[config.mk]
export PLATFORM = sky130hd
export DESIGN_NAME = start_finish_elapsed_timer
export DESIGN_NICKNAME = d
export VERILOG_FILES = /design/src/sfet_pkg.sv /design/src/start_finish_elapsed_timer.sv /design/src/sfet_ring.sv /design/src/sfet_diff.sv
export SDC_FILE = /design/constraint.sdc
export NUM_CORES = 1
export LEC_CHECK = 0
export ABC_CLOCK_PERIOD_IN_PS = 8900
export BUFFER_PORTS_ARGS = -buffer_cell sky130_fd_sc_hd__clkbuf_2
export CAP_MARGIN = 20
export CORE_ASPECT_RATIO = 1.4
export CORE_MARGIN = 4
export CORE_UTILIZATION = 45
export DETAILED_ROUTE_END_ITERATION = 10
export GPL_TIMING_DRIVEN = 0
export HOLD_SLACK_MARGIN = 0.08
export PLACE_DENSITY = 0.6
export SYNTH_ARGS = -nofsm -noshare
export SYNTH_HDL_FRONTEND = slang
export SYNTH_SLANG_ARGS = --single-unit
[constraint.sdc]
create_clock -name i_clk -period 8.9 [get_ports i_clk]
set_clock_uncertainty 0.1 [all_clocks]
set_input_delay 1.78 -clock i_clk [delete_from_list [all_inputs] [get_ports i_clk]]
set_output_delay 1.78 -clock i_clk [all_outputs]
set_load 0.01 [all_outputs]
[src/sfet_pkg.sv]
// Package for the start/finish elapsed timer.
// Holds the transaction structs, status and operation codes and shared constants.
// No dependencies.
`default_nettype none

package sfet_pkg;

    // Default depth of the start timestamp ring.
    localparam int DEF_RING_DEPTH = 16;

    // Timestamp field widths.
    localparam int SECS_W   = 40;
    localparam int MILLIS_W = 10;
    localparam int RUNS_W   = 5;
    localparam int STATUS_W = 2;

    localparam logic [MILLIS_W-1:0] MS_PER_SEC = MILLIS_W'(1000);
    localparam logic [MILLIS_W-1:0] MAX_MILLIS = MILLIS_W'(999);

    // Operation codes.
    localparam logic OP_START  = 1'b0;
    localparam logic OP_FINISH = 1'b1;

    // Status codes.
    localparam logic [STATUS_W-1:0] ST_OK        = 2'd0;
    localparam logic [STATUS_W-1:0] ST_RING_FULL = 2'd1;
    localparam logic [STATUS_W-1:0] ST_NO_START  = 2'd2;
    localparam logic [STATUS_W-1:0] ST_EARLY     = 2'd3;

    // Controller states.
    typedef enum logic {
        S_IDLE,
        S_EXEC
    } t_state;

    // One stored timestamp.
    typedef struct packed {
        logic [SECS_W-1:0]   secs;
        logic [MILLIS_W-1:0] millis;
    } t_stamp;

    // Input transaction.
    typedef struct packed {
        logic                operation;
        logic [SECS_W-1:0]   time_seconds;
        logic [MILLIS_W-1:0] time_millis;
    } t_in_item;

    // Result transaction.
    typedef struct packed {
        logic [SECS_W-1:0]   elapsed_seconds;
        logic [MILLIS_W-1:0] elapsed_millis;
        logic [RUNS_W-1:0]   runs_in_flight;
        logic [STATUS_W-1:0] status;
    } t_out_item;

    // Elapsed-time computation result.
    typedef struct packed {
        t_stamp elapsed;
        logic   early;
    } t_diff;

endpackage

`default_nettype wire

[src/start_finish_elapsed_timer.sv]
// Top level of the start/finish elapsed timer.
// Depends on sfet_pkg, sfet_ring and sfet_diff.
//
// Usage:
//   A transaction is accepted at a rising edge where start is high and busy is
//   low. i_item.operation selects a start event (timestamp is pushed into the
//   ring) or a finish event (oldest start is popped and the elapsed time is
//   computed). Milliseconds above 999 are saturated to 999.
//   Every transaction gives exactly one result on o_result, marked by o_done
//   for a single cycle; the receiver cannot stall it.
//   The result is on the ports in the cycle after the execute cycle. A new
//   transaction is not accepted while one is executing. The ring is a
//   synchronous memory with a registered read; the read of the oldest start
//   is issued at the accepting edge and the update happens in the cycle after.
//   busy is high for that one execute cycle; a new transaction may be
//   accepted in the same cycle in which the previous result is shown.
//   Reset (synchronous, active low) empties the ring, zeroes the pointers and
//   the last elapsed time, and drops any transaction in progress. The ring
//   contents need no clearing.
`default_nettype none

module start_finish_elapsed_timer #(
    parameter int RING_DEPTH = sfet_pkg::DEF_RING_DEPTH
) (
    input  wire                  i_clk,
    input  wire                  i_rst_n,
    input  wire                  start,
    output logic                 busy,
    input  sfet_pkg::t_in_item   i_item,
    output logic                 o_done,
    output sfet_pkg::t_out_item  o_result
);
    import sfet_pkg::*;

    localparam int PTR_W = (RING_DEPTH > 1) ? $clog2(RING_DEPTH) : 1;
    localparam int CNT_W = $clog2(RING_DEPTH + 1);
    localparam logic [PTR_W-1:0] LAST_SLOT = PTR_W'(RING_DEPTH - 1);
    localparam logic [CNT_W-1:0] FULL_CNT  = CNT_W'(RING_DEPTH);

    t_state           r_state, n_state;
    logic             r_op;
    t_stamp           r_stamp;
    logic [PTR_W-1:0] r_rd_ptr, n_rd_ptr;
    logic [PTR_W-1:0] r_wr_ptr, n_wr_ptr;
    logic [CNT_W-1:0] r_count, n_count;
    t_stamp           r_last, n_last;
    t_out_item        r_result, n_result;
    logic             r_done, n_done;

    logic             accept;
    logic             ring_wr_en;
    t_stamp           in_stamp;
    t_stamp           ring_rd_data;
    t_diff            diff;
    logic [STATUS_W-1:0] status;

    assign accept = start && !busy;

    // Saturate the incoming milliseconds before they are stored or compared.
    assign in_stamp.secs   = i_item.time_seconds;
    assign in_stamp.millis = (i_item.time_millis > MAX_MILLIS) ? MAX_MILLIS
                                                               : i_item.time_millis;

    // Start timestamp storage.
    sfet_ring #(
        .RING_DEPTH (RING_DEPTH),
        .PTR_W      (PTR_W)
    ) u_ring (
        .i_clk     (i_clk),
        .i_wr_en   (ring_wr_en),
        .i_wr_addr (r_wr_ptr),
        .i_wr_data (r_stamp),
        .i_rd_en   (accept),
        .i_rd_addr (r_rd_ptr),
        .o_rd_data (ring_rd_data)
    );

    // Elapsed time against the oldest waiting start.
    sfet_diff u_diff (
        .i_start  (ring_rd_data),
        .i_finish (r_stamp),
        .o_diff   (diff)
    );

    // Next state.
    always_comb begin
        n_state = r_state;
        case (r_state)
            S_IDLE: begin
                if (accept) begin
                    n_state = S_EXEC;
                end
            end
            S_EXEC: begin
                n_state = S_IDLE;
            end
            default: begin
                n_state = S_IDLE;
            end
        endcase
    end

    // State outputs.
    always_comb begin
        busy = 1'b0;
        case (r_state)
            S_IDLE:  busy = 1'b0;
            S_EXEC:  busy = 1'b1;
            default: busy = 1'b0;
        endcase
    end

    // Read, modify and write back the ring bookkeeping in the execute cycle.
    always_comb begin
        n_rd_ptr   = r_rd_ptr;
        n_wr_ptr   = r_wr_ptr;
        n_count    = r_count;
        n_last     = r_last;
        status     = ST_OK;
        ring_wr_en = 1'b0;
        n_done     = 1'b0;
        if (r_state == S_EXEC) begin
            n_done = 1'b1;
            if (r_op == OP_START) begin
                if (r_count == FULL_CNT) begin
                    status = ST_RING_FULL;
                end else begin
                    ring_wr_en = 1'b1;
                    n_wr_ptr   = (r_wr_ptr == LAST_SLOT) ? '0 : r_wr_ptr + 1'b1;
                    n_count    = r_count + 1'b1;
                end
            end else begin
                if (r_count == '0) begin
                    status = ST_NO_START;
                end else begin
                    n_rd_ptr = (r_rd_ptr == LAST_SLOT) ? '0 : r_rd_ptr + 1'b1;
                    n_count  = r_count - 1'b1;
                    if (diff.early) begin
                        n_last = '0;
                        status = ST_EARLY;
                    end else begin
                        n_last = diff.elapsed;
                    end
                end
            end
        end
    end

    // Result transaction assembled from the updated state.
    always_comb begin
        n_result                 = r_result;
        if (r_state == S_EXEC) begin
            n_result.elapsed_seconds = n_last.secs;
            n_result.elapsed_millis  = n_last.millis;
            n_result.runs_in_flight  = RUNS_W'(n_count);
            n_result.status          = status;
        end
    end

    // Control registers.
    always_ff @(posedge i_clk) begin
        if (!i_rst_n) begin
            r_state  <= S_IDLE;
            r_rd_ptr <= '0;
            r_wr_ptr <= '0;
            r_count  <= '0;
            r_last   <= '0;
            r_done   <= 1'b0;
        end else begin
            r_state  <= n_state;
            r_rd_ptr <= n_rd_ptr;
            r_wr_ptr <= n_wr_ptr;
            r_count  <= n_count;
            r_last   <= n_last;
            r_done   <= n_done;
        end
    end

    // Payload registers.
    always_ff @(posedge i_clk) begin
        if (accept) begin
            r_op    <= i_item.operation;
            r_stamp <= in_stamp;
        end
        r_result <= n_result;
    end

    assign o_done   = r_done;
    assign o_result = r_result;

    // A result is shown only right after an execute cycle.
    a_done_after_exec: assert property (@(posedge i_clk) disable iff (!i_rst_n)
        o_done |-> $past(r_state == S_EXEC))
        else $error("result strobe without a preceding execute cycle");

    // Every execute cycle produces a result.
    a_exec_gives_done: assert property (@(posedge i_clk) disable iff (!i_rst_n)
        (r_state == S_EXEC) |=> o_done)
        else $error("execute cycle did not produce a result");

    // The fill count never passes the ring depth.
    a_count_bound: assert property (@(posedge i_clk) disable iff (!i_rst_n)
        r_count <= FULL_CNT)
        else $error("ring fill count exceeds depth");

    // A dropped start reports a full ring.
    a_full_drop: assert property (@(posedge i_clk) disable iff (!i_rst_n)
        (o_done && o_result.status == ST_RING_FULL) |->
            (o_result.runs_in_flight == RUNS_W'(FULL_CNT)))
        else $error("start dropped while ring not full");

endmodule

`default_nettype wire

[src/sfet_ring.sv]
// Start timestamp ring storage: one write port, one read port, registered read.
// Depends on sfet_pkg for the timestamp type.
`default_nettype none

module sfet_ring #(
    parameter int RING_DEPTH = sfet_pkg::DEF_RING_DEPTH,
    parameter int PTR_W      = (RING_DEPTH > 1) ? $clog2(RING_DEPTH) : 1
) (
    input  wire                  i_clk,
    input  wire                  i_wr_en,
    input  wire [PTR_W-1:0]      i_wr_addr,
    input  sfet_pkg::t_stamp     i_wr_data,
    input  wire                  i_rd_en,
    input  wire [PTR_W-1:0]      i_rd_addr,
    output sfet_pkg::t_stamp     o_rd_data
);
    import sfet_pkg::*;

    t_stamp r_mem [RING_DEPTH];
    t_stamp r_rd_data;

    // Write port.
    always_ff @(posedge i_clk) begin
        if (i_wr_en) begin
            r_mem[i_wr_addr] <= i_wr_data;
        end
    end

    // Registered read port.
    always_ff @(posedge i_clk) begin
        if (i_rd_en) begin
            r_rd_data <= r_mem[i_rd_addr];
        end
    end

    assign o_rd_data = r_rd_data;

endmodule

`default_nettype wire

[src/sfet_diff.sv]
// Elapsed time between a start and a finish timestamp, with millisecond borrow.
// Depends on sfet_pkg for the timestamp and result types.
`default_nettype none

module sfet_diff (
    input  sfet_pkg::t_stamp i_start,
    input  sfet_pkg::t_stamp i_finish,
    output sfet_pkg::t_diff  o_diff
);
    import sfet_pkg::*;

    logic                borrow;
    logic                secs_lt;
    logic                secs_eq;
    logic [SECS_W-1:0]   secs_diff;
    logic [MILLIS_W-1:0] millis_diff;

    // Ordering of the two timestamps.
    assign secs_lt = i_finish.secs < i_start.secs;
    assign secs_eq = i_finish.secs == i_start.secs;
    assign borrow  = i_finish.millis < i_start.millis;

    // Seconds difference takes the millisecond borrow as a carry in.
    assign secs_diff = i_finish.secs - i_start.secs - SECS_W'(borrow);

    // Milliseconds wrap by one second when a borrow was taken.
    always_comb begin
        if (borrow) begin
            millis_diff = i_finish.millis + MS_PER_SEC - i_start.millis;
        end else begin
            millis_diff = i_finish.millis - i_start.millis;
        end
    end

    assign o_diff.early          = secs_lt || (secs_eq && borrow);
    assign o_diff.elapsed.secs   = secs_diff;
    assign o_diff.elapsed.millis = millis_diff;

endmodule

`default_nettype wire
==> results.md <==
* Layout fillers at 7,447
* Buf/Inv on CP at 4
* Row cnt at 133
* Die Span Y at 372 um
* Final Hold Fails at 0
* CP Max Fanout at 17
* FF+latch area at 30,100 sq um
* Layout cells sized above 1 at 23.4%
* Final min period at 7520 ps
* Clock share of power at 40.3%
* Final period util at 84.5%
* Root Driver: clkbuf_16
* Worst-path clk slew at 60 ps
* CP max-delay cell: a21oi_1
* Post-synthesis sequential area ratio at 70.7%
* Setup CP Type: register to register
* Clk buf depth at 3
* Syn_area_per_cell at 18.3 sq um
* Placement Cell Area at 46,000 sq um
* MaxCap Viol Count at 0
* Critical R2R Launch: r_stamp[0]
* Largest net degree at the start of global routing at 36
* Post-route cell area at 49,300 sq um
* IO Count at 113
* Worst Max-Slew Pin Slew at 1100 ps
* Initial core utilization at 45.3%
* H-tree lvl count at 3
* Post-route ant nets at 0
* CTS tree: built
* DR vias at 22,279
* Relative slew slack at 27.0%
* Worst r2r path cells at 24
* Most common cell in the synthesized netlist: edfxtp_1
* Net Sw Frac at 22.2%
* Core box area at 93,900 sq um
* Initial antenna violation count at 0
* Vias in the first global route at 23,202
* GRT Total Usage at 21.3%
* Dominant cell type by area after synthesis: edfxtp_1
* Count of cell types in the netlist at 63
* Skew-Pair Late Insertion Delay at 680 ps
* Total power at 10,200 uW
* Setup TNS at 0 ps
* Routed wire per std cell at 26.7 um
* Reg-to-reg slack, setup at 1380 ps
* Hold crit path type: register to register
* Largest delay contributor family on the critical path: compound AO/OA/AOI/OAI gates
* Resized cells post-CTS at 0
* Synth Warn # at 0
* Syn Std Cell Area at 42,500 sq um
* Post-synth EDFFs at 958
* Hold_buf cts at 0
* Sequential share of power at 52.7%
* Vias per cell at 5.70
* Synth cell count leaders: 958 x edfxtp_1, 250 x mux4_2, 197 x inv_1, 146 x ha_1, 84 x nand2_1
* Remaining global-route overflow at 0
* Input/output buffers at 111
* Top-area cell type share of the netlist area at 67.7%
* Final worst setup slack at 1380 ps
* Ant. Diodes at 0
* Logic pwr share at 7.0%
* Crit path cell chain: inv_1 > ha_1 > inv_1 > fa_1 > nand3_1 > a311oi_1 > nand3_1 > nand2_1 > a21oi_1 > clkbuf_1 > fa_1 > inv_1 > ha_1 > nor2_1 > fa_1 > and3b_1 > o31ai_4 > o2111ai_2 > a21oi_2 > nand3_1 > a21o_1 > o31ai_1 > xnor2_1 > o31ai_1
* Pint at 7970 uW
* Die W at 268 um
* Post-CTS Setup Bufs at 0
* Hold Path Stages at 2
* Area of the multi-input gates at 11,400 sq um
* Flops & latches, synth at 1,023
* Pre-antenna DRT Iters at 5
* Min-delay src: r_last[47]
* Slew Viols, Final at 0
* Sw power at 2280 uW
* Final-stage net count at 2,825
* Pwr Density at 208 nW/um^2
* Final wirelength at 105,000 um
* Static Leak at 0.0168 uW
* Area grow syn2layout at 16.0%
* Worst Setup SP: r_stamp[0]
* Startpoint types: register
* Async SR Flop Fraction at 0%
* Crit path capture type: register
* Critical Path Max Stage Delay at 860 ps
* WP data required at 9200 ps
* Die ar. at 99,500 sq um
* Worst path depth at 24
* RSZ-0062 raised after global routing: false
* Drt drc at 0
* Ys flop type: edfxtp_1
* CTS sink cnt at 1,023
* Top post-synthesis cells by area: edfxtp_1 68%, mux4_2 13%, ha_1 4.3%
* Final Setup Violations at 0
* Worst r2r dst: o_result[55]
* Maximum VDD drop at 158 uV
* Syn nets at 2,529
* Crit path capture: o_result[55]
* Status: finished clean
* Initial DRC count at 2,212
* Pre-CTS setup slack at 1320 ps
* Worst Path Arrival at 7830 ps
* Max Clock Freq at 133 MHz
* CTS Buf Count at 96
* Detailed placement HPWL at 71,800 um
* First-pass GRT wire length at 153,000 um
* Syn Inst Count at 2,322
* Gpl congestion at 0.887
## layout make-up
| type | instances | area share (%) |
|---|---|---|
| inverters | 197 | 1.50 |
| repair buffers | 198 | 4.08 |
| flip-flops and latches | 1023 | 61.0 |
| clock buffers | 113 | 5.15 |
| multi-input cells | 1002 | 23.2 |
| well taps | 1215 | 3.08 |
| clock inverters | 60 | 1.23 |
| plain buffers | 100 | 0.779 |
## cell usage in the layout, fill, tap and decap left out, types with 23 or more instances in the layout
cell	synthesis	routed
a21o_1	33	33
a21oi_1	68	68
a22o_1	34	34
and2_1	47	47
buf_6	0	29
buf_8	0	23
clkbuf_1	80	93
clkbuf_16	0	99
clkbuf_2	1	112
dfxtp_1	65	64
edfxtp_1	958	958
ha_1	146	146
inv_1	197	197
mux4_2	250	250
nand2_1	84	84
nor2_1	51	39
o21ai_0	37	37
o31ai_1	28	28
xnor2_1	41	41
## worst register-to-register path, delay by kind of cell, from the launching register on
| kind | cells | cell delay, ps |
|---|---|---|
| xor+xnor | 1 | 130 |
| simple gates | 6 | 890 |
| compound gates | 8 | 2920 |
| fa+ha+maj | 5 | 1730 |
| flops | 1 | 620 |
| buf+inv | 4 | 850 |
## through the flow
| step | instances | hold WS, ps | util [%] |
|---|---|---|---|
| after global placement | 3648 | 335 | 47.5 |
| final | 3908 | 355 | 52.5 |
| after global routing | 3908 | 392 | 52.5 |
| after detailed placement | 3724 | 342 | 49.0 |
| after floorplan | 2322 | 325 | - |
| after CTS | 3897 | 357 | 52.4 |
## sequential cells by signal (all words and copies together) (netlist names), 4 cells and up
signal	flops
u_ring.r_mem	800
r_wr_ptr	4
r_last	50
o_result	57
r_rd_ptr	4
u_ring.o_rd_data	50
r_stamp	50
r_count	5
## per-layer routing
| metal | track usage, % | wire length (um) | up-vias |
|---|---|---|---|
| met5 | 0 | 0 | - |
| met4 | 7.33 | 3200 | 0 |
| met3 | 2.50 | 5080 | 151 |
| met2 | 37.6 | 54800 | 724 |
| met1 | 27.3 | 41400 | 11709 |
| li1 | - | - | 9695 |
## power groups by stage
stage | Sequential (uW) | Combinational, uW | Clock [uW]
floorplan | 5480 | 482 | 0
global placement | 5520 | 671 | 0
detailed placement | 5510 | 705 | 0
CTS | 5410 | 710 | 4210
global route | 5410 | 785 | 4420
finish | 5410 | 716 | 4130
## worst min-delay path by stage
stage	end	slack [ps]
2_1_floorplan	r_last[34]	320
3_3_place_gp	r_last[42]	330
3_5_place_dp	r_last[47]	340
4_1_cts	r_last[47]	360
5_1_grt	r_last[9]	390
6_report	r_last[47]	360
## cell families after synthesis
family,synth area share (%)
AOI/OAI and AO/OA,4.32
xor gates and xnor gates,1.22
adders and majority gates,4.63
buffers and inverters,2.64
DFF,70.7
muxes,13.3
and+or+nand+nor,3.19
Power figures use the tool's default switching activity.
